===== src/hw/rtl/frustum_cull_test_assert.svh =====
// ---------------------------------------------------------------------------
// frustum_cull_test_assert.svh - assertion macros
// Wraps concurrent assertions so that they can be left out of a build.
// ---------------------------------------------------------------------------
`ifndef FRUSTUM_CULL_TEST_ASSERT_SVH
`define FRUSTUM_CULL_TEST_ASSERT_SVH

`ifndef NO_ASSERTIONS

// Same-cycle implication, clocked on clk, quiet during rst.
`define FCT_ASSERT_IMPL(name, ante, cons) \
  name: assert property (@(posedge clk) disable iff (rst) (ante) |-> (cons)) \
    else $error("frustum_cull_test: assertion failed");

// Next-cycle implication, clocked on clk, quiet during rst.
`define FCT_ASSERT_NEXT(name, ante, cons) \
  name: assert property (@(posedge clk) disable iff (rst) (ante) |=> (cons)) \
    else $error("frustum_cull_test: assertion failed");

`else

`define FCT_ASSERT_IMPL(name, ante, cons)
`define FCT_ASSERT_NEXT(name, ante, cons)

`endif

`endif


===== src/hw/rtl/fct_pkg.sv =====
// ---------------------------------------------------------------------------
// fct_pkg - frustum culling package
// Field widths, command, verdict and kind codes, and pipeline structs.
// ---------------------------------------------------------------------------
`timescale 1ns / 1ps

package fct_pkg;

  localparam int FIELD_W   = 32;
  localparam int CMD_W     = 2;
  localparam int IDX_W     = 3;
  localparam int RADIUS_W  = 31;
  localparam int VERDICT_W = 2;
  localparam int KIND_W    = 2;
  localparam int FRAC_BITS = 16;

  typedef logic [CMD_W-1:0]     cmd_t;
  typedef logic [VERDICT_W-1:0] verdict_t;
  typedef logic [KIND_W-1:0]    kind_t;

  localparam cmd_t CMD_LOAD   = 2'd0;
  localparam cmd_t CMD_POINT  = 2'd1;
  localparam cmd_t CMD_SPHERE = 2'd2;
  localparam cmd_t CMD_VERTEX = 2'd3;

  localparam verdict_t VERDICT_INSIDE    = 2'd0;
  localparam verdict_t VERDICT_INTERSECT = 2'd1;
  localparam verdict_t VERDICT_OUTSIDE   = 2'd2;

  localparam kind_t KIND_POINT   = 2'd0;
  localparam kind_t KIND_SPHERE  = 2'd1;
  localparam kind_t KIND_POLYGON = 2'd2;

  // Control that travels with a test item down the pipeline.
  typedef struct packed {
    logic                valid;
    cmd_t                cmd;
    logic                last;
    logic [RADIUS_W-1:0] radius;
  } stage_ctl_t;

  // Per-plane comparison outcome.
  typedef struct packed {
    logic neg;          // distance < 0
    logic below_neg_r;  // distance < -radius
    logic below_r;      // distance < radius
  } lane_flags_t;

endpackage


===== src/hw/rtl/fct_out_if.sv =====
// ---------------------------------------------------------------------------
// fct_out_if - result channel
// Valid/ready channel carrying one verdict item.
// ---------------------------------------------------------------------------
`timescale 1ns / 1ps

interface fct_out_if;
  import fct_pkg::*;

  logic     valid;
  logic     ready;
  verdict_t verdict;
  kind_t    test_kind;

  modport source (output valid, verdict, test_kind, input ready);
  modport sink   (input valid, verdict, test_kind, output ready);
endinterface


===== src/hw/rtl/fct_verdict.sv =====
// ---------------------------------------------------------------------------
// fct_verdict - verdict and polygon gathering stage
// Folds the plane flags into a verdict and holds it in the result register.
// ---------------------------------------------------------------------------
`timescale 1ns / 1ps

`include "frustum_cull_test_assert.svh"

module fct_verdict #(
  parameter int NP = 6
) (
  input  logic                  clk,
  input  logic                  rst,
  input  fct_pkg::stage_ctl_t   ctl,
  input  fct_pkg::lane_flags_t  flags [NP],
  output logic                  advance,
  fct_out_if.source             result_out
);
  import fct_pkg::*;

  localparam logic [NP-1:0] PLANE_ALL = {NP{1'b1}};

  logic [NP-1:0] neg_v;
  logic [NP-1:0] below_neg_r_v;
  logic [NP-1:0] below_r_v;
  logic [NP-1:0] any_in;
  logic [NP-1:0] any_out;
  logic [NP-1:0] any_in_next;
  logic [NP-1:0] any_out_next;
  logic          out_free;
  logic          gives_result;
  logic          vertex_update;
  verdict_t      verdict_next;
  kind_t         kind_next;

  always_comb begin
    for (int p = 0; p < NP; p++) begin
      neg_v[p]         = flags[p].neg;
      below_neg_r_v[p] = flags[p].below_neg_r;
      below_r_v[p]     = flags[p].below_r;
    end
  end

  assign out_free      = !result_out.valid || result_out.ready;
  assign advance       = !ctl.valid || out_free;
  assign vertex_update = ctl.valid && out_free && ctl.cmd == CMD_VERTEX;
  assign gives_result  = ctl.valid && ctl.cmd != CMD_LOAD &&
                         (ctl.cmd != CMD_VERTEX || ctl.last);
  assign any_in_next   = any_in | ~neg_v;
  assign any_out_next  = any_out | neg_v;

  always_comb begin
    verdict_next = VERDICT_INSIDE;
    kind_next    = KIND_POLYGON;
    case (ctl.cmd)
      CMD_POINT: begin
        kind_next = KIND_POINT;
        if (|neg_v) verdict_next = VERDICT_OUTSIDE;
      end
      CMD_SPHERE: begin
        kind_next = KIND_SPHERE;
        if (|below_neg_r_v)  verdict_next = VERDICT_OUTSIDE;
        else if (|below_r_v) verdict_next = VERDICT_INTERSECT;
      end
      default: begin
        if (any_in_next != PLANE_ALL) verdict_next = VERDICT_OUTSIDE;
        else if (|any_out_next)       verdict_next = VERDICT_INTERSECT;
      end
    endcase
  end

  // Gather per-plane flags; clear them once the last vertex has reported.
  always_ff @(posedge clk) begin
    if (rst) begin
      any_in  <= '0;
      any_out <= '0;
    end else if (vertex_update) begin
      if (ctl.last) begin
        any_in  <= '0;
        any_out <= '0;
      end else begin
        any_in  <= any_in_next;
        any_out <= any_out_next;
      end
    end
  end

  always_ff @(posedge clk) begin
    if (rst) begin
      result_out.valid <= 1'b0;
    end else if (out_free) begin
      result_out.valid <= gives_result;
    end
  end

  always_ff @(posedge clk) begin
    if (out_free && gives_result) begin
      result_out.verdict   <= verdict_next;
      result_out.test_kind <= kind_next;
    end
  end

  `FCT_ASSERT_NEXT(a_flags_clear, vertex_update && ctl.last, any_in == '0 && any_out == '0)
  `FCT_ASSERT_NEXT(a_flags_cover, vertex_update && !ctl.last, (any_in | any_out) == PLANE_ALL)
  `FCT_ASSERT_IMPL(a_point_no_isect, result_out.valid && result_out.test_kind == KIND_POINT, result_out.verdict != VERDICT_INTERSECT)

endmodule


===== src/flat_wrapper.sv =====
// flat-port wrapper written by rule: the top's interface ports become plain ports
module fct_verdict_flat import fct_pkg::*;
#(
  parameter int NP = 6
)
  (clk, rst, ctl, flags, advance, result_out_valid, result_out_verdict, result_out_test_kind, result_out_ready);
  fct_out_if result_out_i ();
  input  logic clk;
  input  logic rst;
  input  fct_pkg::stage_ctl_t ctl;
  input  fct_pkg::lane_flags_t flags[NP];
  output logic advance;
  output wire logic [$bits(result_out_i.valid)-1:0] result_out_valid;
  output wire logic [$bits(result_out_i.verdict)-1:0] result_out_verdict;
  output wire logic [$bits(result_out_i.test_kind)-1:0] result_out_test_kind;
  input wire logic [$bits(result_out_i.ready)-1:0] result_out_ready;
  assign result_out_valid = result_out_i.valid;
  assign result_out_verdict = result_out_i.verdict;
  assign result_out_test_kind = result_out_i.test_kind;
  assign result_out_i.ready = result_out_ready;
  fct_verdict #(.NP(NP)) u_core (.clk(clk), .rst(rst), .ctl(ctl), .flags(flags), .advance(advance), .result_out(result_out_i));
endmodule

===== config.mk =====
export PLATFORM = sky130hd
export DESIGN_NAME = fct_verdict_flat
export DESIGN_NICKNAME = d
export VERILOG_FILES = /design/src/hw/rtl/fct_pkg.sv /design/src/hw/rtl/fct_out_if.sv /design/src/hw/rtl/fct_verdict.sv /design/src/flat_wrapper.sv
export VERILOG_INCLUDE_DIRS = /design/src /design/src/hw/rtl
export SDC_FILE = /design/constraint.sdc
export NUM_CORES = 1
export LEC_CHECK = 0
export BUFFER_PORTS_ARGS = -buffer_cell sky130_fd_sc_hd__buf_2
export CAP_MARGIN = 20
export CORE_MARGIN = 1.5
export CORE_UTILIZATION = 40
export CTS_CLUSTER_DIAMETER = 40
export DETAILED_ROUTE_END_ITERATION = 8
export PLACE_DENSITY = 0.87
export SLEW_MARGIN = 20
export SYNTH_ARGS = -nofsm -noshare
export SYNTH_HDL_FRONTEND = slang
export SYNTH_SLANG_ARGS = --single-unit

===== constraint.sdc =====
create_clock -name clk -period 1.7 [get_ports clk]
set_clock_uncertainty 0.1 [all_clocks]
set_input_delay 0.34 -clock clk [delete_from_list [all_inputs] [get_ports clk]]
set_output_delay 0.34 -clock clk [all_outputs]
set_load 0.02 [all_outputs]

* After elaboration in Yosys (flattened, before gate mapping)
Index checks and enable logic that the tools add are counted.
Widths: inputs -> output; s select.
** Cells by class
- Equality and inequality tests :: 5
- Bitwise operators :: 3
- Shifts and indexed selects :: 0
- Reductions and logical operators :: 15
- $mul :: 0
- Add/sub/neg operators :: 0
- Mux-type cells :: 9
- Divide/modulo/power cells :: 0
- Magnitude comparators :: 0
** Operators with widths (number)
- $reduce_or 6->1 :: 4
- $mux 6 :: 2
- $or 6x6->6 :: 2
- $pmux 2 s2 :: 2
- $mux 2 :: 3
- $ne 6x6->1 const B :: 1
- $not 6->6 :: 1
- $logic_and 1x1->1 :: 5
- $eq 2x2->1 const B :: 2
- $logic_or 1x1->1 :: 3
- $eq 2x1->1 const B :: 1
- $logic_not 1->1 :: 2
- $mux 1 :: 2
- $ne 2x2->1 const B :: 1
- $reduce_bool 2->1 :: 1
** Word-level totals
- Bits in writable memories :: 0
- Memories :: 0
- Word-level logic and storage cells :: 37
- Register bits :: 17
- Output and inout bits :: 6
- Bits in latches :: 0
- Memory bits (read-only) :: 0

* Depth between registers and ports, before layout
- Depth in word-level cells :: 5
- Depth in mapped cells :: 5

* Least setup slack after synthesis
Ideal clock, no wire load.
- Kind :: register -> register
- Start point :: register u_core.result_out.valid
- End point :: register u_core.result_out.test_kind[0] (enable)
- Path slack :: 185 ps
- Buffers on the path :: 1
- Arrival time :: 1048 ps
- Cell stages (with the launch flop) :: 4
- Data required time :: 1234 ps
- Cells stage by stage :: dfxtp_1 -> nor2b_1 -> buf_2 -> nor4_2
** On the way
- Word-level cells in the longest chain between the ends :: 3
** RTL lines
- start: declaration :: RTL line fct_out_if.sv:15 : modport source (output valid, verdict, test_kind, input ready);
- start signal: assignment :: RTL line fct_verdict.sv:92 : result_out.valid <= gives_result;
- $logic_not 1->1 :: RTL line fct_verdict.sv:44 : assign out_free = !result_out.valid || result_out.ready;
- $logic_or 1x1->1 :: RTL line fct_verdict.sv:44
- $logic_and 1x1->1 :: RTL line fct_verdict.sv:97 : if (out_free && gives_result) begin
- end signal: assignment :: RTL line fct_verdict.sv:99 : result_out.test_kind <= kind_next;
- end: declaration :: RTL line fct_out_if.sv:15
No other way between the ends.
A chain may end at the register's enable or synchronous reset.

* Worst setup path in the final report
- Start point :: register u_core.result_out.valid
- End point :: output advance
** On the way
- Word-level cells in the longest chain between the ends :: 3
** RTL lines
- $logic_not 1->1 :: RTL line fct_verdict.sv:44
- $logic_or 1x1->1 :: RTL line fct_verdict.sv:44
- $logic_or 1x1->1 :: RTL line fct_verdict.sv:45 : assign advance = !ctl.valid || out_free;
- end: declaration :: RTL line flat_wrapper.sv:12 : output logic advance;
No other way between the ends.

==> metrics.md <==
| Metric | Value |
|---|---|
| Diodes inserted | 0 |
| Tcrit/Tclk final | 0.9397 |
| Final setup violation count | 0 |
| Synthesized instance count | 98 |
| Mean Syn Cell Area | 9.269 um^2 |
| TritonRoute pass-1 iters | 4 |
| Setup_tns | 0 ns |
| Critical Path Start Type | flop |
| CTS tree | done |
| Initial drt markers | 55 |
| PortBufs | 30 |
| Max-slew headroom | 0.7086 |
| Die X | 50.66 um |
| Antenna Nets Post-Route | 0 |
| Sequential Area | 380.4 um^2 |
| Hold Slack | 0.2425 ns |
| Slew @ Worst Pin | 0.4361 ns |
| Fin. Hold Viols | 0 |
| Initial antenna violation count | 0 |
| Vias per Instance | 5.848 |
| FF-to-FF End | u_core.result_out.test_kind[1] |
| Final cell count without fillers | 158 |
| Syn-to-layout area delta | 24.66% |
| CTS sink cnt | 17 |
| Commonest cells after routing, fill and taps aside | buf_2, o31ai_1, dfxtp_1, a21oi_1, nand4_1 |
| Commonest non-fill, non-tap cell in the layout | buf_2 |
| I/O Pins | 62 |
| Placed Cells | 154 |
| Peak Freq | 626.0 MHz |
| Total Wirelength | 2.276 mm |
| Hold path endpoint | u_core.any_out[3] |
| Critical path class | flop to output port |
| Layout cells sized above 1 | 0.3308 |
| Reg2reg setup slack | 0.40 ns |
| Power consumption | 791.6 uW |
| PnR worst setup slack | 0.1025 ns |
| Nets | 191 |
| Max Cap Violations | 0 |
| R2R depth | 3 |
| Yosys reg bits | 17 |
| Placeable core area | 2170 um^2 |
| HP Class | input pin to flop |
| Die height | 50.66 um |
| Starting Density | 0.4187 |
| Std cell rows | 17 |
| Inserted Clock Buffers | 3 |
| Crit-path max FO | 4 |
| Post-synth EDFFs | 4 |
| Hold depth | 3 |
| Critical path endpoint category | output port |
| Slew Viols, Final | 0 |
| Most used DFF post-synth | dfxtp_1 |
| Distinct cells, synth | 27 |
| Clk Latency, worst-skew pair | 0.29 ns |
| Hold Path Origin | flags[8] |
| Die area | 2566 um^2 |
| GRT Overall Usage | 0.2020 |
| Syn Std Cell Area | 908.4 um^2 |
| GP Congestion | 0.8779 |
| Via Count | 924 |
| Layout filler cell count | 208 |
| Via count of the first global-routing pass | 909 |
| Worst VDD drop | 303.6 uV |
| Status | completed |
| Sequential element share of the synthesized area | 0.4187 |
| Dpl hpwl | 1.726 mm |
| Leakage | 0.0004585 uW |
| Post-synth ARST share | 0 |
| Area occupied by multi-input gates | 469.2 um^2 |
| RSZ-0062 raised after global routing | no |
| Hold_buf cts | 0 |
| Pre-CTS setup slack | 0.01101 ns |
| Critical R2R Launch | u_core.result_out.valid |
| # DRC | 0 |
| Crit path DAT | 1.16 ns |
| Pwr Density | 699.1 nW/um^2 |
| Worst-path clk slew | 0.09 ns |
| Max Root-Sink Buffers | 2 |
| CTS Root Cell | clkbuf_4 |
| Largest net degree at the start of global routing | 14 |
| Global-route wire length before repair | 3.912 mm |
| Critical path required time | 1.26 ns |
| Number of synthesis warnings | 0 |
| Crit path time final | 1.598 ns |
| Post-DR wirelength/cell | 14.41 um |
| H-tree level count | 1 |
| GRT overflow | 0 |
| Syn nets | 158 |
report_power, final:
group | leakage [uW] | switching (uW) | internal (uW) | total [uW]
Sequential | 0.000144 | 5.34 | 428 | 434
Clock | 0.0000150 | 122 | 91.4 | 213
Combinational | 0.000300 | 83.7 | 61.5 | 145
registers in the layout, indices dropped and copies added, names as in the netlist:
signal	flops
u_core.result_out.test_kind	2
u_core.any_out	6
u_core.any_in	6
u_core.result_out.valid	1
u_core.result_out.verdict	2
critical path: stages (launching register included):
cell     delay [ns]
dfxtp_1        0.36
nor2b_2        0.25
nand2_1        0.09
buf_2          0.16
how the worst max path moves through the flow:
stage,endpoint,cells after the start,startpoint
after floorplan,u_core.result_out.test_kind[0],3,u_core.result_out.valid
after global placement,u_core.result_out.verdict[1],6,ctl[32]
after detailed placement,u_core.result_out.verdict[1],6,ctl[32]
after CTS,advance,3,u_core.result_out.valid
after global routing,advance,3,u_core.result_out.valid
final,advance,3,u_core.result_out.valid
synthesized netlist by cell type, types with 2 or more instances:
library cell  count  share of area
dfxtp_1          13           0.29
o31ai_1          13           0.11
a21oi_1          12          0.066
nand4_1           9          0.062
inv_1             7          0.029
buf_2             4          0.022
clkbuf_1          4          0.017
edfxtp_1          4           0.13
ha_1              4          0.055
nand2b_1          4          0.028
nand4b_1          3          0.029
nor4_1            3          0.021
nand2_1           2         0.0083
nor2_1            2         0.0083
o2111ai_1         2          0.019
kinds of logic after synthesis:
kind of cell | count (synthesis) | share of synthesized area
buffers and inverters | 15 | 0.06749
DFF | 17 | 0.4187
and+or+nand+nor | 30 | 0.2177
adders and majority gates | 4 | 0.05510
AOI/OAI and AO/OA | 32 | 0.2411
layout make-up:
type / count / share of cell area
clock buffer: 4 / 0.02320
inverter: 7 / 0.02320
multi-input combinational: 66 / 0.4144
sequential: 17 / 0.3359
tap: 28 / 0.03094
timing repair buffer: 36 / 0.1724
stage by stage:
step                      utilization  cell area (um^2)
final                          0.5219              1132
after detailed placement       0.5087              1104
after floorplan                     -             908.4
after CTS                      0.5208              1130
after global placement         0.5087              1104
after global routing           0.5219              1132
timing repair:
| action | in CTS | in global routing |
|---|---|---|
| gates resized for setup | 0 | 1 |
| setup buffers | 0 | 0 |
| endpoints found under the setup margin | 0 | 1 |
| endpoints found under the hold margin | 0 | 0 |
layer usage:
layer | vias to the layer above | GRT usage | part of all wire
met4 | 0 | 0.1351 | 0.035
met2 | 50 | 0.3575 | 0.52
li1 | 438 | - | -
met5 | - | 0 | 0
met1 | 427 | 0.2265 | 0.37
met3 | 9 | 0.02083 | 0.076
(Power assumes the default switching activity.)
